[src/hdl/kinematic_bicycle_step_unit_defines.svh]
// assertion macros for the kinematic bicycle step unit
`ifndef KINEMATIC_BICYCLE_STEP_UNIT_DEFINES_SVH
`define KINEMATIC_BICYCLE_STEP_UNIT_DEFINES_SVH
`ifndef SYNTHESIS
`define KBS_ASSERT_IMP(name, ante, cons) \
   name: assert property (@(posedge clock) disable iff (reset) (ante) |-> (cons)) \
      else $error("kbs check failed");
`define KBS_ASSERT_NEXT(name, ante, cons) \
   name: assert property (@(posedge clock) disable iff (reset) (ante) |=> (cons)) \
      else $error("kbs check failed");
`else
`define KBS_ASSERT_IMP(name, ante, cons)
`define KBS_ASSERT_NEXT(name, ante, cons)
`endif
`endif

[src/hdl/kbs_pkg.sv]
// shared types, constants and the arctangent table of the bicycle step unit
package kbs_pkg;

   localparam int ANG_W        = 16;
   localparam int MAX_STEPS    = 64;
   localparam int CORDIC_ITERS = 15;
   localparam int XY_W         = 52;
   localparam int Z_W          = 20;
   localparam int DIVD_W       = 36;
   localparam int PROD_W       = 68;

   localparam logic signed [XY_W-1:0] CORDIC_GAIN = 52'sd652032874;
   localparam logic signed [31:0]     RAD_TO_BAM  = 32'sd2670177;
   localparam logic signed [Z_W-1:0]  Z_QUARTER   = 20'sd16384;
   localparam logic signed [Z_W-1:0]  Z_HALF      = 20'sd32768;

   localparam logic [1:0] CSR_FRONT = 2'd0;
   localparam logic [1:0] CSR_REAR  = 2'd1;
   localparam logic [1:0] CSR_DT    = 2'd2;

   localparam logic [15:0] FRONT_RESET = 16'd4915;
   localparam logic [15:0] REAR_RESET  = 16'd6554;
   localparam logic [15:0] DT_RESET    = 16'd655;

   typedef enum logic {
      CM_ROT,
      CM_VEC
   } cordic_mode_type;

   typedef struct packed {
      logic            start;
      cordic_mode_type mode;
      logic [ANG_W-1:0] angle;
   } cordic_cmd_type;

   typedef enum logic [4:0] {
      S_IDLE,
      S_STR_ROT,
      S_STR_WAIT,
      S_MUL_Y,
      S_MUL_X,
      S_VEC,
      S_VEC_WAIT,
      S_SLIP_ROT,
      S_SLIP_WAIT,
      S_ACC,
      S_ACC_L,
      S_PV,
      S_HROT,
      S_HROT_WAIT,
      S_Q1,
      S_NUM,
      S_DIV,
      S_X,
      S_Y,
      S_DIV_WAIT
   } state_type;

   // arctangent of 2^-i in 2^-16 turn
   function automatic logic signed [Z_W-1:0] angle_step(input logic [3:0] i);
      logic signed [Z_W-1:0] r;
      unique case (i)
         4'd0:    r = 20'sd8192;
         4'd1:    r = 20'sd4836;
         4'd2:    r = 20'sd2555;
         4'd3:    r = 20'sd1297;
         4'd4:    r = 20'sd651;
         4'd5:    r = 20'sd326;
         4'd6:    r = 20'sd163;
         4'd7:    r = 20'sd81;
         4'd8:    r = 20'sd41;
         4'd9:    r = 20'sd20;
         4'd10:   r = 20'sd10;
         4'd11:   r = 20'sd5;
         4'd12:   r = 20'sd3;
         4'd13:   r = 20'sd1;
         4'd14:   r = 20'sd1;
         default: r = 20'sd0;
      endcase
      return r;
   endfunction

endpackage

[src/hdl/kbs_cordic.sv]
// iterative cordic, rotation and vectoring, one micro-rotation per cycle
module kbs_cordic (
   input  logic                                    clock,
   input  logic                                    reset,
   input  kbs_pkg::cordic_cmd_type                 cmd,
   input  logic signed [kbs_pkg::XY_W-1:0]         vec_x,
   input  logic signed [kbs_pkg::XY_W-1:0]         vec_y,
   output logic                                    done,
   output logic signed [31:0]                      cos_out,
   output logic signed [31:0]                      sin_out,
   output logic [kbs_pkg::ANG_W-1:0]               angle_out
);
   import kbs_pkg::*;

   logic signed [XY_W-1:0] x_ff, x_in, y_ff, y_in, dx, dy, xn, yn;
   logic signed [Z_W-1:0]  z_ff, z_in, z0, step;
   logic [3:0]             it_ff, it_in;
   logic                   busy_ff, busy_in, done_ff, done_in, neg_ff, neg_in, up;
   cordic_mode_type        mode_ff, mode_in;

   // start setup and one iteration per cycle
   always_comb begin
      x_in    = x_ff;
      y_in    = y_ff;
      z_in    = z_ff;
      it_in   = it_ff;
      busy_in = busy_ff;
      done_in = done_ff;
      neg_in  = neg_ff;
      mode_in = mode_ff;
      dx      = y_ff >>> it_ff;
      dy      = x_ff >>> it_ff;
      step    = angle_step(it_ff);
      up      = (mode_ff == CM_ROT) ? !z_ff[Z_W-1] : (y_ff <= 0);
      z0      = {{(Z_W-ANG_W){cmd.angle[ANG_W-1]}}, cmd.angle};
      if (cmd.start) begin
         busy_in = 1'b1;
         done_in = 1'b0;
         it_in   = 4'd0;
         mode_in = cmd.mode;
         neg_in  = 1'b0;
         if (cmd.mode == CM_ROT) begin
            x_in = CORDIC_GAIN;
            y_in = '0;
            z_in = z0;
            // fold into the right half plane
            if (z0 > Z_QUARTER) begin
               z_in   = z0 - Z_HALF;
               neg_in = 1'b1;
            end else if (z0 < -Z_QUARTER) begin
               z_in   = z0 + Z_HALF;
               neg_in = 1'b1;
            end
         end else begin
            if (vec_x < 0) begin
               x_in = -vec_x;
               y_in = -vec_y;
               z_in = Z_HALF;
            end else begin
               x_in = vec_x;
               y_in = vec_y;
               z_in = '0;
            end
         end
      end else if (busy_ff) begin
         if (up) begin
            x_in = x_ff - dx;
            y_in = y_ff + dy;
            z_in = z_ff - step;
         end else begin
            x_in = x_ff + dx;
            y_in = y_ff - dy;
            z_in = z_ff + step;
         end
         it_in = it_ff + 4'd1;
         if (it_ff == 4'(CORDIC_ITERS - 1)) begin
            busy_in = 1'b0;
            done_in = 1'b1;
         end
      end
   end

   always_ff @(posedge clock) begin
      if (reset) begin
         busy_ff <= 1'b0;
         done_ff <= 1'b0;
      end else begin
         busy_ff <= busy_in;
         done_ff <= done_in;
      end
      x_ff    <= x_in;
      y_ff    <= y_in;
      z_ff    <= z_in;
      it_ff   <= it_in;
      neg_ff  <= neg_in;
      mode_ff <= mode_in;
   end

   // undo the half-turn fold
   assign xn        = neg_ff ? -x_ff : x_ff;
   assign yn        = neg_ff ? -y_ff : y_ff;
   assign cos_out   = xn[31:0];
   assign sin_out   = yn[31:0];
   assign angle_out = z_ff[ANG_W-1:0];
   assign done      = done_ff;

endmodule

[config.mk]
export PLATFORM = sky130hd
export DESIGN_NAME = kbs_cordic
export DESIGN_NICKNAME = d
export VERILOG_FILES = /design/src/hdl/kinematic_bicycle_step_unit_defines.svh /design/src/hdl/kbs_pkg.sv /design/src/hdl/kbs_cordic.sv
export SDC_FILE = /design/constraint.sdc
export NUM_CORES = 1
export LEC_CHECK = 0
export BUFFER_PORTS_ARGS = -buffer_cell sky130_fd_sc_hd__buf_2
export CAP_MARGIN = 10
export CELL_PAD_IN_SITES_DETAIL_PLACEMENT = 2
export CELL_PAD_IN_SITES_GLOBAL_PLACEMENT = 2
export CORE_ASPECT_RATIO = 0.5
export CORE_MARGIN = 2
export CORE_UTILIZATION = 41
export CTS_CLUSTER_DIAMETER = 120
export DETAILED_ROUTE_END_ITERATION = 8
export PLACE_DENSITY = 0.88
export SLEW_MARGIN = 25
export SYNTH_ARGS = -nofsm -noshare
export SYNTH_HDL_FRONTEND = slang
export SYNTH_SLANG_ARGS = --single-unit
[constraint.sdc]
create_clock -name clock -period 14.6 [get_ports clock]
set_clock_uncertainty 0.05 [all_clocks]
set_input_delay 0.73 -clock clock [delete_from_list [all_inputs] [get_ports clock]]
set_output_delay 0.73 -clock clock [all_outputs]
set_load 0.02 [all_outputs]
# Word-level counts from Yosys, hierarchy flattened
# Memory sizes are Yosys's and may differ from the RTL's. A register that Yosys moved wholly into a read port is not among the register bits.
# Cells that the tools add are included.
# totals
regBits	132
rom_bits	224
in_bits	124
out_inout_bits	81
word_cells	60
memories	1
# classes
add_sub_neg	13
n_lt_le_gt_ge	4
eq_ne	1
shift	2
mux	27
n_reduce_logical	4
# mem_list
memory	depth	word_bits	rd	rd_ports_with_merged_regs	write_ports	line_no	rtl
(no name shown)	16	14	1	1	0	kbs_pkg.sv:62	unique case (i)
# ops
op	n
52-bit 2-to-1 mux	10
20-bit 2-to-1 mux	6
52-bit adder	2
52-bit negation	2
52-bit by 4-bit >>> shifter with 52-bit output	2
52-bit subtractor	2
32-bit 2-to-1 mux	2
32-bit negation	2
52-bit by 1-bit less-or-equal comparator with 1-bit output, second input constant	1
52-bit by 1-bit < comparator with 1-bit output, second input constant	1
20-bit adder	1
20-bit subtractor	1
16-bit by 17-bit adder with 18-bit output, second input constant	1
16-bit by 17-bit subtractor with 18-bit output, second input constant	1
16-bit greater-than comparator, second input constant	1
16-bit by 15-bit < comparator with 1-bit output, second input constant	1
16-bit 2-to-1 mux	1
4-bit 2-to-1 mux	2
1-bit 2-to-1 mux	6
4-bit by 1-bit adder with 4-bit output, second input constant	1
4-bit == test, second input constant	1
2-bit AND reduction	1
2-bit nonzero test	1
2-bit OR reduction	1
1-bit zero test	1

# Depth between registers and ports, before layout
# logic_depth
depth_word	5
mapped_depth	36
mapped_depth_nobuf	28

# Worst setup path after synthesis
# No wires, ideal clock.
# synth_timing
path_type	reg-to-reg
start	reg it_ff[2]
end	reg x_ff[51], data pin
setup_time_ns	0.254
arrival_time_ns	7.102
required_ns	14.296
slack_ns	7.194
stages_incl_launch_ff	30
n_path_buf	10
period_less_slack_ns	7.406
path_cell_list	dfxtp_1 buf_2 buf_2 buf_1 clkbuf_1 buf_1 clkbuf_1 buf_1 clkbuf_1 buf_1 clkbuf_1 a21o_1 ha_1 nor3b_1 and4bb_2 inv_1 o21ai_0 xnor2_1 ha_1 a21o_1 a221oi_1 o211ai_1 a211o_1 or4_1 a311o_1 a211oi_1 o21ba_2 o21ai_0 xnor2_1 a21o_1
# synth_between
elab_chain_cells	5
word_cells_on_any_way	6
classes_between	2 x add/sub; 1 x shift; 3 x mux
# synth_rtl
element	line_no	rtl
from (decl)	kbs_cordic.sv:17	logic [3:0] it_ff, it_in;
from (signal assigned)	kbs_cordic.sv:94	it_ff <= it_in;
52-bit by 4-bit >>> shifter with 52-bit output (*)	kbs_cordic.sv:31	dx = y_ff >>> it_ff;
52-bit adder / 52-bit subtractor (equally long branches)	kbs_cordic.sv:71, kbs_cordic.sv:67	
52-bit 2-to-1 mux (*)	kbs_cordic.sv:66	if (up) begin
52-bit 2-to-1 mux (*)	kbs_cordic.sv:65	end else if (busy_ff) begin
52-bit 2-to-1 mux (*)	kbs_cordic.sv:36	if (cmd.start) begin
named net x_in[51]	kbs_cordic.sv:15	logic signed [XY_W-1:0] x_ff, x_in, y_ff, y_in, dx, dy, xn, yn;
to (signal assigned)	kbs_cordic.sv:91	x_ff <= x_in;
to (decl)	kbs_cordic.sv:15	
# The timed path passes the listed nets; every way through them passes the cells marked *. The select of a mux whose other input is x is not followed.
# A chain may end at the register's enable or synchronous reset.

# Final worst setup path
# layout_timing
start	reg it_ff[0]
end	reg y_ff[51], data pin
# layout_between
elab_chain_cells	5
word_cells_on_any_way	6
classes_between	2 x add/sub; 1 x shift; 3 x mux
# layout_rtl
element	line_no	rtl
52-bit by 4-bit >>> shifter with 52-bit output (*)	kbs_cordic.sv:32	dy = x_ff >>> it_ff;
52-bit subtractor / 52-bit adder (equally long branches)	kbs_cordic.sv:72, kbs_cordic.sv:68	
52-bit 2-to-1 mux (*)	kbs_cordic.sv:66	
52-bit 2-to-1 mux (*)	kbs_cordic.sv:65	
52-bit 2-to-1 mux (*)	kbs_cordic.sv:36	
named net y_in[51]	kbs_cordic.sv:15	
to (signal assigned)	kbs_cordic.sv:92	y_ff <= y_in;
to (decl)	kbs_cordic.sv:15	
# Marks and branches as above.

==> flow_summary.ini <==
[status]
outcome = complete, no violations

[floorplan]
rows = 64
dieWidth_um = 354
die_height_um = 179
dieArea_sq_um = 63400
io_pins = 205
fp.coreArea_sq_um = 60900
start_util_pct = 41.3

[logic_synthesis]
syn_area_sq_um = 25100
syn_inst = 3000
synth_edf_count = 126
yosysUniqueCellTypes = 89
yosysWarnings = 0
ys_ff_latch = 146
ys_seq_area_share_pct = 16.7
ys.flop_type = edfxtp_1
avgSynthCellArea_sq_um = 8.37
synth-async-reset-ratio_pct = 0
synth_nets = 3267

[worst_setup_path]
criticalPathCategory = reg -> reg
rr_worst_depth = 27
end_kind = register
cpPeakStageDelay_ns = 0.87
critPathLaunch = it_ff[0]
worstPathRequired_ns = 14.76
arrival_ns = 8.70
slowest_stage = a2111oi_1
crit_fanout = 107
critPathLaunchType = register
regToRegStartpoint = it_ff[0]

[detailed_routing]
drtAntennaViolNets = 0
initialDrtViolationCount = 2709
wl_per_cell_um = 28.1
firstDrtPassIters = 7
avgViaCountPerCell = 6.74
num_vias = 26128
drcViolationCount = 0
totalWireLength_um = 109000

[clocking]
clockBufferDepth = 2
cts_setup_buffers = 0
clock-root-buffer = clkbuf_16
clkSlewWorstSetupHoldPaths_ns = 0.07
tritoncts = done
cts_resized = 0
clkLatencyLatePin_ns = 0.51
cts_buffers = 17
ctsHoldBuffers = 0
htree_num_levels = 4
cts.sinks = 146

[sta]
setup_tns_ns = 0
min_period_ns = 8.53
timing.final.crit_share_pct = 58.4
timing.fmax_mhz = 117
worst_pin_slew_ns = 1.02
max_slew_margin_pct = 32.1
hold_viol_final = 0
rsz0062_at_grt = no
setup_viol = 0
drv_slew = 0

[global_routing]
antenna_found_initial = 1
grt_max_degree = 108
grtUsageTotal_pct = 33.7
grt_overflow = 0
use_met1_pct = 44.9
met3_usage_pct = 5.87
grt_pass1_vias = 27338
busiest_layer = met2
grt_pass1_wl_um = 167000
met2_usage_pct = 56.2

[place]
dpl.hpwl_um = 80500
gp_congestion = 0.967
port_buffers = 204
place_area_sq_um = 26500

[hold_path]
hp-class = in -> reg
holdPathStages = 2
worstHoldStart = reset

[layout]
n_antenna_cell = 0
layout_common_cells = nand2_1, a21oi_1, buf_2
nNetsFinal = 3306
synthToLayoutAreaGrowth_pct = 8.02
final_common_cell = nand2_1
drive_gt1_share_pct = 17.0
finalInstanceArea_sq_um = 27100

[job]
maxCapViolCount = 0
[per-stage QoR]
| step | instances | setup WS [ns] | utilization, % | hold WS, ns |
|---|---|---|---|---|
| after global routing | 3877 | 5.60 | 44.6 | 0.385 |
| after floorplan | 3000 | 7.19 | - | 0.572 |
| final | 3877 | 6.07 | 44.6 | 0.406 |
| after CTS | 3876 | 6.31 | 44.5 | 0.385 |
| after global placement | 3844 | 6.46 | 43.6 | 0.540 |
| after detailed placement | 3844 | 6.40 | 43.6 | 0.550 |
[worst max-delay path, delay by kind of cell (launching register included)]
| family | cells | cell delay (ns) |
|---|---|---|
| simple gates | 12 | 3.16 |
| compound gates | 8 | 2.35 |
| buf+inv | 3 | 0.96 |
| flops | 1 | 0.64 |
| fa+ha+maj | 2 | 0.61 |
| xor+xnor | 2 | 0.33 |
[path summary, 6_finish.rpt]
path | end | slack, ns
setup / recovery | y_ff[51] | 6.07
hold / removal | done | 0.41
setup reg to reg | y_ff[51] | 6.07
hold reg to reg | done | 0.56
[flip-flops by register name, indices dropped and copies added, names as in the netlist]
register,cells
busy_ff,1
done,1
it_ff,4
mode_ff,1
neg_ff,1
step,14
x_ff,52
y_ff,52
z_ff,20
[cell type report]
type | instances | area (sq um)
clock buffer | 19 | 464
clock inverter | 13 | 109
inverter | 78 | 293
timing repair buffer | 240 | 1330
tap | 825 | 1030
sequential | 146 | 4200
multi-input combinational | 2556 | 19700
fill | 6837 | 33700
[per-layer routing]
metal | wire, um | vias to the layer above | share of wire (%)
li1 | - | 11439 | -
met1 | 46400 | 13392 | 43
met2 | 51600 | 1106 | 47
met3 | 8220 | 189 | 7.6
met4 | 2480 | 2 | 2.3
met5 | 12 | - | 0.011
[logic make-up (layout without fill, tap and decap cells)]
| logic type | Yosys count | count (layout) | synth area share (%) |
|---|---|---|---|
| buf+inv | 298 | 350 | 4.99 |
| fa+ha+maj | 143 | 143 | 7.21 |
| flops | 146 | 146 | 16.7 |
| simple gates | 854 | 854 | 17.0 |
| compound gates | 918 | 918 | 23.8 |
| xor+xnor | 377 | 377 | 13.1 |
| mux | 264 | 264 | 17.2 |
[synth_stat cells, types with 76 or more instances]
library cell	number	area share (%)
nand2_1	275	4.1
o22ai_1	82	2.0
nor2_1	185	2.8
mux2i_1	76	3.0
edfxtp_1	126	15
xor2_1	189	6.6
ha_1	140	7.0
inv_1	76	1.1
a21oi_1	206	4.1
xnor2_1	188	6.6
o21ai_0	199	4.0
mux4_2	129	12
clkbuf_1	129	1.9
Power is left out: the tool's default activity adds up to more than one toggle a clock period on the data nets, which glitch-free logic cannot reach.
