==> src/hdl/kinematic_bicycle_step_unit_defines.svh <==
// assertion macros for the kinematic bicycle step unit
`ifndef KINEMATIC_BICYCLE_STEP_UNIT_DEFINES_SVH
`define KINEMATIC_BICYCLE_STEP_UNIT_DEFINES_SVH
`ifndef SYNTHESIS
`define KBS_ASSERT_IMP(name, ante, cons) \
   name: assert property (@(posedge clock) disable iff (reset) (ante) |-> (cons)) \
      else $error("kbs check failed");
`define KBS_ASSERT_NEXT(name, ante, cons) \
   name: assert property (@(posedge clock) disable iff (reset) (ante) |=> (cons)) \
      else $error("kbs check failed");
`else
`define KBS_ASSERT_IMP(name, ante, cons)
`define KBS_ASSERT_NEXT(name, ante, cons)
`endif
`endif

==> src/hdl/kbs_pkg.sv <==
// shared types, constants and the arctangent table of the bicycle step unit
package kbs_pkg;

   localparam int ANG_W        = 16;
   localparam int MAX_STEPS    = 64;
   localparam int CORDIC_ITERS = 15;
   localparam int XY_W         = 52;
   localparam int Z_W          = 20;
   localparam int DIVD_W       = 36;
   localparam int PROD_W       = 68;

   localparam logic signed [XY_W-1:0] CORDIC_GAIN = 52'sd652032874;
   localparam logic signed [31:0]     RAD_TO_BAM  = 32'sd2670177;
   localparam logic signed [Z_W-1:0]  Z_QUARTER   = 20'sd16384;
   localparam logic signed [Z_W-1:0]  Z_HALF      = 20'sd32768;

   localparam logic [1:0] CSR_FRONT = 2'd0;
   localparam logic [1:0] CSR_REAR  = 2'd1;
   localparam logic [1:0] CSR_DT    = 2'd2;

   localparam logic [15:0] FRONT_RESET = 16'd4915;
   localparam logic [15:0] REAR_RESET  = 16'd6554;
   localparam logic [15:0] DT_RESET    = 16'd655;

   typedef enum logic {
      CM_ROT,
      CM_VEC
   } cordic_mode_type;

   typedef struct packed {
      logic            start;
      cordic_mode_type mode;
      logic [ANG_W-1:0] angle;
   } cordic_cmd_type;

   typedef enum logic [4:0] {
      S_IDLE,
      S_STR_ROT,
      S_STR_WAIT,
      S_MUL_Y,
      S_MUL_X,
      S_VEC,
      S_VEC_WAIT,
      S_SLIP_ROT,
      S_SLIP_WAIT,
      S_ACC,
      S_ACC_L,
      S_PV,
      S_HROT,
      S_HROT_WAIT,
      S_Q1,
      S_NUM,
      S_DIV,
      S_X,
      S_Y,
      S_DIV_WAIT
   } state_type;

   // arctangent of 2^-i in 2^-16 turn
   function automatic logic signed [Z_W-1:0] angle_step(input logic [3:0] i);
      logic signed [Z_W-1:0] r;
      unique case (i)
         4'd0:    r = 20'sd8192;
         4'd1:    r = 20'sd4836;
         4'd2:    r = 20'sd2555;
         4'd3:    r = 20'sd1297;
         4'd4:    r = 20'sd651;
         4'd5:    r = 20'sd326;
         4'd6:    r = 20'sd163;
         4'd7:    r = 20'sd81;
         4'd8:    r = 20'sd41;
         4'd9:    r = 20'sd20;
         4'd10:   r = 20'sd10;
         4'd11:   r = 20'sd5;
         4'd12:   r = 20'sd3;
         4'd13:   r = 20'sd1;
         4'd14:   r = 20'sd1;
         default: r = 20'sd0;
      endcase
      return r;
   endfunction

endpackage

==> src/hdl/kbs_div.sv <==
// restoring unsigned divider, one quotient bit per cycle
module kbs_div (
   input  logic                          clock,
   input  logic                          reset,
   input  logic                          start,
   input  logic [kbs_pkg::DIVD_W-1:0]    dividend,
   input  logic [15:0]                   divisor,
   output logic                          done,
   output logic [kbs_pkg::DIVD_W-1:0]    quotient
);
   import kbs_pkg::*;

   logic [15:0]       rem_ff, rem_in, dvs_ff, dvs_in;
   logic [DIVD_W-1:0] sh_ff, sh_in;
   logic [5:0]        cnt_ff, cnt_in;
   logic              busy_ff, busy_in, done_ff, done_in, ge;
   logic [16:0]       trial, diff;

   // shift in one dividend bit, subtract when it fits
   always_comb begin
      rem_in  = rem_ff;
      dvs_in  = dvs_ff;
      sh_in   = sh_ff;
      cnt_in  = cnt_ff;
      busy_in = busy_ff;
      done_in = done_ff;
      trial   = {rem_ff, sh_ff[DIVD_W-1]};
      ge      = trial >= {1'b0, dvs_ff};
      diff    = trial - {1'b0, dvs_ff};
      if (start) begin
         rem_in  = '0;
         dvs_in  = divisor;
         sh_in   = dividend;
         cnt_in  = '0;
         busy_in = 1'b1;
         done_in = 1'b0;
      end else if (busy_ff) begin
         rem_in = ge ? diff[15:0] : trial[15:0];
         sh_in  = {sh_ff[DIVD_W-2:0], ge};
         cnt_in = cnt_ff + 6'd1;
         if (cnt_ff == 6'(DIVD_W - 1)) begin
            busy_in = 1'b0;
            done_in = 1'b1;
         end
      end
   end

   always_ff @(posedge clock) begin
      if (reset) begin
         busy_ff <= 1'b0;
         done_ff <= 1'b0;
      end else begin
         busy_ff <= busy_in;
         done_ff <= done_in;
      end
      rem_ff <= rem_in;
      dvs_ff <= dvs_in;
      sh_ff  <= sh_in;
      cnt_ff <= cnt_in;
   end

   assign done     = done_ff;
   assign quotient = sh_ff;

endmodule

==> config.mk <==
export PLATFORM = sky130hd
export DESIGN_NAME = kbs_div
export DESIGN_NICKNAME = d
export VERILOG_FILES = /design/src/hdl/kinematic_bicycle_step_unit_defines.svh /design/src/hdl/kbs_pkg.sv /design/src/hdl/kbs_div.sv
export SDC_FILE = /design/constraint.sdc
export NUM_CORES = 1
export LEC_CHECK = 0
export ABC_AREA = 1
export BUFFER_PORTS_ARGS = -buffer_cell sky130_fd_sc_hd__buf_2
export CAP_MARGIN = 0
export CORE_ASPECT_RATIO = 1.2
export CORE_UTILIZATION = 40
export DETAILED_ROUTE_END_ITERATION = 6
export GPL_TIMING_DRIVEN = 0
export PLACE_DENSITY = 0.65
export SETUP_SLACK_MARGIN = 0.02
export SLEW_MARGIN = 20
export SYNTH_ARGS = -nofsm -noshare
export SYNTH_HDL_FRONTEND = slang
export SYNTH_SLANG_ARGS = --single-unit
==> constraint.sdc <==
create_clock -name clock -period 1.7 [get_ports clock]
set_input_delay 0.085 -clock clock [delete_from_list [all_inputs] [get_ports clock]]
set_output_delay 0.085 -clock clock [all_outputs]
set_load 0.02 [all_outputs]
## Yosys cells after proc, flatten, opt, wreduce, memory -nomap -nowiden

Index checks and enable logic that the tools add are counted.

| storage, ports and cells | value |
|---|---|
| register bits after elaboration | 76 |
| bits in latches | 0 |
| memory bits (writable) | 0 |
| memory bits (read-only) | 0 |
| input bits | 55 |
| output and inout bits | 37 |
| word-level logic and storage cells | 19 |
| memories | 0 |

| cells by class | value |
|---|---|
| add/subtract/negate cells | 2 |
| multiply operators | 0 |
| divide/modulo/power cells | 0 |
| order comparisons | 1 |
| equality and inequality tests | 1 |
| shifts and indexed selects | 0 |
| muxes and demuxes | 6 |
| bitwise operators | 0 |
| reductions and logical operators | 3 |

Operators by type and width:

| cell | count |
|---|---|
| two-way mux 36 bit | 2 |
| greater-or-equal comparator 17 x 16 -> 1 bit | 1 |
| two-way mux 16 bit | 1 |
| subtractor 16 bit | 1 |
| adder 6 x 1 -> 6 bit (second input constant) | 1 |
| == test 6 bit (second input constant) | 1 |
| two-way mux 1 bit | 3 |
| AND reduction 2 bit | 1 |
| nonzero test 2 bit | 1 |
| OR reduction 2 bit | 1 |

## Depth between registers and ports, before layout

Gate-level depths: netlist of run 1.

| logic depth | value |
|---|---|
| depth in word-level cells | 4 |
| depth in mapped cells | 14 |
| gate-level depth less buffers | 14 |

## Least setup slack after synthesis of run 1

No wires, ideal clock.

| path | value |
|---|---|
| path type | register -> register |
| start | reg sh_ff[35] (netlist: quotient[35]) |
| end | reg rem_ff[14] |
| library setup time | 0.112 ns |
| arrival | 1.831 ns |
| required time | 1.588 ns |
| slack | -0.244 ns |
| stages on the path, launching flop included | 12 |
| buffers on the path | 0 |
| clock period less this slack | 1.944 ns |
| cell sequence | edfxtp_1 -> inv_1 -> ha_1 -> fa_1 -> nor2_1 -> nor2_1 -> o21ai_1 -> nand2_1 -> nand3_1 -> nand3_2 -> nand2_1 -> nand2_1 |

| on the way | value |
|---|---|
| word-level cells in the longest chain between the ends | 2 |
| elaborated cells between the ends (all ways) | 3 |
| those cells by class | add/sub: 1; order compare: 1; mux: 1 |

Ends and longest elaborated chain:

| element | line | text |
|---|---|---|
| start, declared | kbs_div.sv:14 | `logic [DIVD_W-1:0] sh_ff, sh_in;` |
| start signal, assigned | kbs_div.sv:58 | `sh_ff <= sh_in;` |
| subtractor 16 bit / greater-or-equal comparator 17 x 16 -> 1 bit (equally long branches) | kbs_div.sv:29, kbs_div.sv:28 |  |
| two-way mux 16 bit * | kbs_div.sv:38 | `rem_in = ge ? diff[15:0] : trial[15:0];` |
| end signal, assigned | kbs_div.sv:56 | `rem_ff <= rem_in;` |
| end, declared | kbs_div.sv:13 | `logic [15:0] rem_ff, rem_in, dvs_ff, dvs_in;` |

Mark *: on every way between the ends. The rest lies on a longest branch, timed or not.
A chain may end at the register's enable or synchronous reset.

## Worst setup path after layout of run 1

| path | value |
|---|---|
| start | reg dvs_ff[15] |
| end | reg rem_ff[14] |

| on the way | value |
|---|---|
| word-level cells in the longest chain between the ends | 2 |

Ends and longest elaborated chain:

| element | line | text |
|---|---|---|
| start, declared | kbs_div.sv:13 |  |
| start signal, assigned | kbs_div.sv:57 | `dvs_ff <= dvs_in;` |
| greater-or-equal comparator 17 x 16 -> 1 bit | kbs_div.sv:28 | `ge = trial >= {1'b0, dvs_ff};` |
| two-way mux 16 bit | kbs_div.sv:38 |  |

Every way passes these cells.

==> metrics.txt, run 1 <==
core outline area=0.0102 mm²; Final Skew=6.78 ps; final setup TNS=-2020 ps; GRT Total Usage=21.2%; largest family of logic cells by synthesized area=simple AND/OR/NAND/NOR gates; adder-cell share of the synthesized area=5.47%; DP HPWL=7450 µm; measured slew at the worst slew-check pin=779 ps; number of synthesized register bits=76; GR Overflow Total=0; Vias/cell=4.96; Synth area leaders=edfxtp_1, nand2_1, dfxtp_1; final hold vios=0; critical-path cell list=inv_1 > ha_1 > nand2_1 > nor2_1 > nand4_1 > nand2_2 > nor2_8 > nand2_8 > clkbuf_16 > nand3_2 > nand2_1 > nand2_1; startpoint types=flip-flop; Final Non-Filler Cells=810; dpl cells=754; pin count of the biggest net entering global routing=36; Sink Count=76; dpl ws=-271 ps; DR WL/cell=13.9 µm; First-pass DRT Iterations=4; Yosys Warn Count=0; CTS tree=built; Highest Clock Rate=538 MHz; Layout Utilization=59.4%; CP endpoint kind=flip-flop; Final min period=1860 ps; crit path kind=flip-flop to flip-flop; CTS clk-pin slew, worst paths=60 ps; CP dominant cell by count=nand2_1; Initial Util=41.9%; Buf+Inv Stages, Crit Path=2; xor/xnor share of the synthesized area=1.24%; placed inst area=0.00494 mm²; WP data required=1930 ps; Synth top area share=36.7%; RSZ-0062 raised after global routing=yes; Final period util=109%; Worst EP arrival=2080 ps; Root Driver=clkbuf_16; multiplexer area fraction after synthesis=0%; chip height=115 µm; I/O pins=92; Synth Flop Type=edfxtp_1; max-slew violations=0; post-synthesis sequential area ratio=48.0%; Crit-path slowest cell=ha_1; total clock buffers created by CTS=9; Post-Synth Simple-Gate Area=32.4%; share of layout cells above drive strength 1=34.4%; Max clock buf depth=2; r2r setup slk=-160 ps; worst skew pair latency=330 ps; total die area=0.0111 mm²; H-tree Lvls=3; violated checks=negative setup slack; vias in the first global route=3925; Vias=4019; PnR worst setup slack=-159 ps; Placer Congestion=0.922; Antenna Cells=0; number of flops mapped to enable cells by yosys=52; Peak VDD IR=0.620 mV; synthesis-to-finish area growth=41.9%; post-route cell area=0.00604 mm²; WHS=21.7 ps; Power per Cell Area=797 mW/mm²; max incr delay on CP=330 ps; Cell Rows=40; first-pass GRT wire length=17900 µm; Max-cap violations=0; largest area contributor in the netlist=edfxtp_1; Synth Area in Compound Gates=4.35%; top-count cell post-synth=nand2_1; async set or reset register ratio after synthesis=0%; critical path fanouts, max=6; netlist area before placement=0.00425 mm²; DRT Wirelength=11300 µm; status=complete, but fails checks; PortBufs=91; post-route ant nets=0; initial antenna violation count=0; Leak Pwr=2.92 nW; Final setup viols=17; Synth Area per Inst=7.94 µm²; Residual DRC=0; Top delay family on crit path=simple AND/OR/NAND/NOR gates; fillers=901; worst hold path class=input port to flip-flop; synth cell count leaders=nand2_1, inv_1, edfxtp_1; total design power=4.81 mW; Final #Nets=752; DRT iter0 DRCs=213; Mapped Cells=536; Cell variety after synth=39; Die Width=96.1 µm; Worst slew margin=47.9%; Synth Net Count=609
[worst paths after layout]
kind                  endpoint  cells past startpoint         start
setup / recovery    rem_ff[14]                     12    dvs_ff[15]
hold / removal    quotient[18]                      3  dividend[18]
setup reg to reg    rem_ff[14]                     12    dvs_ff[15]
hold reg to reg           done                      2          done
[routing by layer]
| layer | global-route usage, % | share of wire (%) |
|---|---|---|
| met2 | 35.7 | 49 |
| met5 | 0 | 0 |
| met1 | 24.8 | 41 |
| met3 | 5.75 | 6.4 |
| met4 | 9.85 | 3.3 |
[final cells by class]
class | instances | area, µm² | share of cell area (%)
multi-input cells | 370 | 2320 | 38.4
clock buffers | 11 | 243 | 4.02
flip-flops and latches | 76 | 2040 | 33.8
repair buffers | 132 | 878 | 14.5
well taps | 126 | 158 | 2.61
clock inverters | 5 | 27.5 | 0.456
plain buffers | 13 | 83.8 | 1.39
inverters | 77 | 289 | 4.79
[sequential cells by signal (all words and copies together) (netlist names)]
name      flops
busy_ff       1
quotient     36
rem_ff       16
cnt_ff        6
dvs_ff       16
done          1
[where the power goes]
group	switching, mW	leakage [nW]	internal (mW)
Clock	0.715	0.127	1.01
Combinational	0.532	2.07	0.346
Sequential	0.0689	0.720	2.14
Total	1.32	2.92	3.50
[cells by family after synthesis]
kind of cell	after synthesis
and+or+nand+nor	316
buffers and inverters	90
xor gates and xnor gates	6
adders and majority gates	18
AOI/OAI and AO/OA	30
DFF	76
[placed cells by master, fill, tap and decap left out, types with 14 or more instances in the layout]
master           n
nand2_1        196
buf_2           92
inv_1           62
edfxtp_1        52
nand2_2         26
dfxtp_1         24
nand3_2         19
nand3_1         19
nor2_1          17
dlygate4sd3_1   17
ha_4            15
inv_2           14
[worst reg2reg max path: cells and delay by family, from the launching register on]
kind	cells	cell delay [ps]
adders and majority gates	1	330
buffers and inverters	2	200
DFF	1	320
and+or+nand+nor	9	910
[repair_timing]
item,4_1_cts,5_1_grt
gates resized for setup,64,40
endpoints found under the hold margin,18,0
buffers inserted,15,7
cloned,0,1
endpoints found under the setup margin,17,17
pin swaps,9,26
hold buffers,17,0
(Power assumes the default switching activity.)
==> run 2: changes to the inputs <==
- CORE_UTILIZATION: 40 -> 29
- HOLD_SLACK_MARGIN: default -> 0.12
- PLACE_DENSITY: 0.65 -> 0.51
==> run 2 against run 1 <==
Net effect: largest cell class unchanged; critical path depth decreased by 1; clock skew increased by 3.5 ps; the flow still finishes with violations (negative setup slack); fmax increased by 1.6%; sequential power about the same; die area increased by 37%; hold slack improved by 230 ps; sequential share of layout area decreased by 2.0 points.
==> metrics.txt, run 2 (synthesized netlist as in run 1, its figures left out) <==
PortBufs=91 (unchanged); vias in the first global route=4208 (+7.2%); Crit-path slowest cell=edfxtp_1; core outline area=0.0144 mm² (+41%); final setup TNS=-1780 ps (+243 ps); measured slew at the worst slew-check pin=524 ps (-255 ps); Final #Nets=788 (+4.8%); CTS clk-pin slew, worst paths=60 ps (about the same); Worst slew margin=65.1% (+17 points); Max-cap violations=0 (unchanged); DP HPWL=7950 µm (+6.8%); Critical R2R Launch=dvs_ff[14]; Final period util=108% (-1.8 points); Residual DRC=0 (unchanged); Highest Clock Rate=547 MHz (+1.6%); I/O pins=92 (unchanged); GRT Total Usage=16.9% (-4.3 points); H-tree Lvls=3 (unchanged); critical-path cell list=inv_2 > ha_4 > a21oi_4 > o21a_1 > nand2_2 > nor2_8 > nand2_8 > clkbuf_16 > nand2_1 > nand3_1 > nand2_1; final hold vios=0 (unchanged); CP endpoint kind=flip-flop; status=complete, but fails checks; WHS=249 ps (+228 ps); min-delay src=start; critical path fanouts, max=7 (+1); CP Launch Point=dvs_ff[14]; Final min period=1830 ps (-29.8 ps); crit path kind=flip-flop to flip-flop; Worst EP arrival=2120 ps (+40 ps); max-slew violations=0 (unchanged); total design power=5.04 mW (+4.7%); Max clock buf depth=2 (unchanged); share of layout cells above drive strength 1=32.5% (-1.9 points); DRT Wirelength=11800 µm (+4.9%); most frequent cells in the layout=nand2_1, buf_2, inv_1, dlygate4sd3_1, edfxtp_1; pin count of the biggest net entering global routing=31 (-14%); First-pass DRT Iterations=4 (unchanged); WP data required=1990 ps (+60 ps); Vias/cell=4.48 (-9.6%); Top delay family on crit path=simple AND/OR/NAND/NOR gates; Vias=4014 (-0.12%); initial antenna violation count=0 (unchanged); total clock buffers created by CTS=9 (unchanged); Leak Pwr=3.03 nW (+3.8%); PnR worst setup slack=-129 ps (+29.8 ps); total die area=0.0152 mm² (+37%); max reg flops=36 (unchanged); worst skew pair latency=340 ps (about the same); Placer Congestion=0.841 (-8.8%); startpoint types=flip-flop; Power per Cell Area=785 mW/mm² (-1.5%); DRT iter0 DRCs=173 (-19%); Antenna Cells=0 (unchanged); CTS tree=built; Die Width=113 µm (+17%); RSZ-0062 raised after global routing=yes; post-route ant nets=0 (unchanged); Cell Rows=48 (+20%); first-pass GRT wire length=20000 µm (+12%); Sink Count=76 (unchanged); DR WL/cell=13.2 µm (-5.1%); Peak VDD IR=0.465 mV (-25%); dpl ws=-264 ps (+6.25 ps); Initial Util=29.6% (-12 points); Final setup viols=17 (unchanged); GR Overflow Total=0 (unchanged); CP dominant cell by count=nand2_1; Final Skew=10.3 ps (+3.48 ps); violated checks=negative setup slack; commonest non-fill, non-tap cell in the layout=nand2_1; synthesis-to-finish area growth=50.9%; worst hold path class=input port to flip-flop; max incr delay on CP=370 ps (+40 ps); Root Driver=clkbuf_16; Buf+Inv Stages, Crit Path=2 (unchanged); chip height=135 µm (+17%)
[run 2: cell types whose count changed in the layout (fill, tap and decap cells not counted), moves of 3 or more]
cell           delta
buf_6             -5
dlygate4sd3_1    +36
nand2_2           +3
inv_1             -5
nand2_1           -3
nand3_2           -9
inv_2             +5
nand3_1          +10
buf_4             +5
[run 2: worst register-to-register path, delay by kind of cell, from the launching register on]
kind	cells	cell delay, ps
simple gates	6	630
flops	1	370
compound gates	2	320
buf+inv	2	250
fa+ha+maj	1	220
[run 2: final timing paths]
check              endpoint  slack [ps]  depth (start not counted)
hold / removal    dvs_ff[0]         250                          1
setup / recovery  rem_ff[5]        -130                         11
hold reg to reg        done         470                          2
setup reg to reg  rem_ff[5]        -130                         11
[run 2: stage by stage]
stage          instance area [µm²]  cells  util (%)
2_1_floorplan                 4300    536         -
3_3_place_gp                  4980    802      34.7
3_5_place_dp                  5000    803      34.8
4_1_cts                       6320    891      44.1
5_1_grt                       6420    895      44.7
6_report                      6420    895      44.7
[run 2: layout make-up]
type                            count  area [µm²]
Buffer                             13        83.8
Clock buffer                       13         272
Clock inverter                      3        21.3
Fill cell                        1368        7930
Inverter                           77         289
Multi-Input combinational cell    370        2270
Sequential cell                    76        2040
Tap cell                          175         219
Timing Repair Buffer              168        1220
[run 2: per-layer routing]
layer | vias to the layer above | share of wire, % | track usage, %
li1 | 2055 | - | -
met1 | 1857 | 43 | 18.8
met4 | 0 | 2.1 | 6.96
met2 | 88 | 51 | 31.1
met5 | - | 0 | 0
met3 | 14 | 4.0 | 3.41
[run 2: repair_timing]
item | in CTS | in global routing
pin swaps | 8 | 14
setup endpoints to repair | 17 | 17
hold buffers | 53 | 0
cloned | 0 | 1
buffers inserted | 19 | 3
hold endpoints to repair | 54 | 0
gates resized for setup | 84 | 13
[run 2: where the power goes]
group / switching, mW / internal [mW] / leakage, nW / total [mW]
clock network: 0.760 / 1.12 / 0.141 / 1.88
registers: 0.0744 / 2.14 / 0.721 / 2.21
logic: 0.540 / 0.413 / 2.17 / 0.953
==> run 3: changes to the inputs <==
- CORE_MARGIN: default -> 2
==> run 3 against run 2 <==
Net effect: the flow still finishes with violations (negative setup slack); final cell count grew 1.2%; hold slack gained 3.4 ps; sequential power is essentially flat; flip-flop and latch count is the same; non-clock buffer count grew 9; fmax grew 0.57%; setup slack gained 10 ps; combinational power grew 2.7%; count of clock-buffer cells in the layout shrank 4; utilization grew 1.1 points; clock power shrank 6%; critical path depth shrank 2; critical path type unchanged; largest cell class unchanged; largest power group unchanged; highest routed layer unchanged.
==> metrics.txt, run 3 (synthesized netlist as in run 1, its figures left out) <==
status=complete, but fails checks; violated checks=negative setup slack; worst skew pair latency=350 ps (about the same); Final min period=1820 ps (-10.4 ps); DR WL/cell=13.6 µm (+2.7%); initial antenna violation count=0 (unchanged); share of layout cells above drive strength 1=35.3% (+2.8 points); dpl cells=803 (unchanged); post-route ant nets=0 (unchanged); Net Switching=1.42 mW (+3.2%); startpoint types=flip-flop; PnR worst setup slack=-119 ps (+10.4 ps); total clock buffers created by CTS=9 (unchanged); fillers=1338 (-2.2%); Worst EP arrival=1900 ps (-220 ps); Vias/cell=4.53 (+0.90%); RSZ-0062 raised after global routing=yes; Max clock buf depth=2 (unchanged); most frequent cells in the layout=nand2_1, buf_2, inv_1, dlygate4sd3_1, edfxtp_1; CTS clk-pin slew, worst paths=60 ps (about the same); Final Non-Filler Cells=906 (+1.2%); CTS tree=built; Vias=4100 (+2.1%); register area=0.00204 mm² (unchanged); Final #Nets=799 (+1.4%); clock power share=35.7% (-1.6 points); DRT Wirelength=12300 µm (+4.0%); Antenna Cells=0 (unchanged); synthesis-to-finish area growth=54.6%; GRT Total Usage=16.3% (-0.51 points); Reg power frac=44.5% (+0.7 points); PortBufs=91 (unchanged); chip height=137 µm (+1.5%); core outline area=0.0144 mm² (unchanged); Worst slew margin=62.8% (-2.3 points); pin count of the biggest net entering global routing=33 (+6.5%); First-pass DRT Iterations=5 (+1); first-pass GRT wire length=19800 µm (-1.3%); Final period util=107% (-0.61 points); DP HPWL=8020 µm (+0.84%); commonest non-fill, non-tap cell in the layout=nand2_1; Power per Cell Area=754 mW/mm² (-4.0%); DRT iter0 DRCs=156 (-9.8%); area occupied by multi-input gates=0.00237 mm² (+4.3%); Die Width=115 µm (+1.8%); critical path fanouts, max=10 (+3); max reg flops=36 (unchanged); Int Pwr=3.54 mW (-3.4%); vias in the first global route=4154 (-1.3%); max-slew violations=0 (unchanged); total die area=0.0157 mm² (+3.3%); worst hold path class=input port to flip-flop; Max-cap violations=0 (unchanged); Cell Rows=48 (unchanged); I/O pins=92 (unchanged); crit path kind=flip-flop to flip-flop; GR Overflow Total=0 (unchanged); Leak Pwr=3.13 nW (+3.3%); measured slew at the worst slew-check pin=558 ps (+33.9 ps); Final Skew=8.08 ps (-2.17 ps); WP data required=1780 ps (-210 ps); Highest Clock Rate=550 MHz (+0.57%); dpl ws=-266 ps (-1.56 ps); Initial Util=29.6% (unchanged); Peak VDD IR=0.385 mV (-17%); Final setup viols=17 (unchanged); Residual DRC=0 (unchanged); Sink Count=76 (unchanged); Sw Share=28.6% (+1.3 points); Placer Congestion=0.831 (-1.1%); final hold vios=0 (unchanged); Comb pwr share=19.7% (+0.8 points); Root Driver=clkbuf_16; H-tree Lvls=3 (unchanged); CP endpoint kind=flip-flop
==> run 3: cell count changes in the layout (fill, tap and decap cells not counted), moves of 3 or more <==
| cell | previous run | this run |
|---|---|---|
| nor2_2 | 1 | 4 |
| buf_4 | 18 | 26 |
| nand3_2 | 10 | 19 |
| nand3_1 | 29 | 18 |
==> run 3: repair_timing <==
item                                    CTS  global route
endpoints found under the hold margin    54             0
resized for setup                        61            56
setup buffers                            21            10
gates cloned                              4             0
hold buffers                             53             0
endpoints found under the setup margin   17            17
pin swaps                                27            18
==> run 3: worst paths after layout <==
kind / start / to / slack, ps / cells after the start
min reg2reg: done / done / 460 / 2
max: dvs_ff[1] / quotient[0] / -120 / 9
max reg2reg: dvs_ff[1] / quotient[0] / -120 / 9
min: start / dvs_ff[2] / 250 / 1
==> run 3: metal layers <==
metal  track usage (%)  part of all wire, %  vias up
met3              3.72                  4.6       35
met2              27.5                   49      121
li1                  -                    -     2086
met4              9.69                  4.6        0
met5                 0                    0        -
met1              18.9                   42     1858
==> run 3: critical path, stage by stage (launching register included) <==
cell and delay (ps):
edfxtp_1 410, inv_1 110, ha_4 210, nand3_2 70, nor2_2 30, nand4_1 110
nand2_2 110, nor2_8 220, buf_8 180, a31oi_1 90
==> run 3: final cells by class <==
| type | instances | area share (%) |
|---|---|---|
| Clock inverter | 7 | 0.647 |
| Inverter | 77 | 4.43 |
| Buffer | 13 | 1.27 |
| Tap cell | 175 | 3.33 |
| Clock buffer | 9 | 3.42 |
| Sequential cell | 76 | 31.1 |
| Timing Repair Buffer | 177 | 19.8 |
| Multi-Input combinational cell | 372 | 36.0 |
==> run 3: power by group through the flow <==
| stage | Clock (mW) | Sequential, mW | Combinational, mW |
|---|---|---|---|
| 5_1_grt | 1.91 | 2.22 | 1.07 |
| 6_report | 1.77 | 2.21 | 0.979 |
| 2_1_floorplan | 0 | 2.34 | 0.334 |
| 3_3_place_gp | 0 | 2.24 | 0.704 |
| 4_1_cts | 1.82 | 2.21 | 0.905 |
| 3_5_place_dp | 0 | 2.24 | 0.715 |
==> run 3: through the flow <==
step / area, µm² / TNS (ps) / hold WS, ps / util (%) / power [mW]
after global routing: 6580 / -3050 / 283 / 45.8 / 5.20
final: 6580 / -1440 / 253 / 45.8 / 4.96
after detailed placement: 5000 / -4330 / 263 / 34.8 / 2.95
after CTS: 6290 / -1630 / 266 / 43.8 / 4.94
after global placement: 4980 / -32290 / 264 / 34.7 / 2.94
after floorplan: 4300 / -278 / 158 / - / 2.68
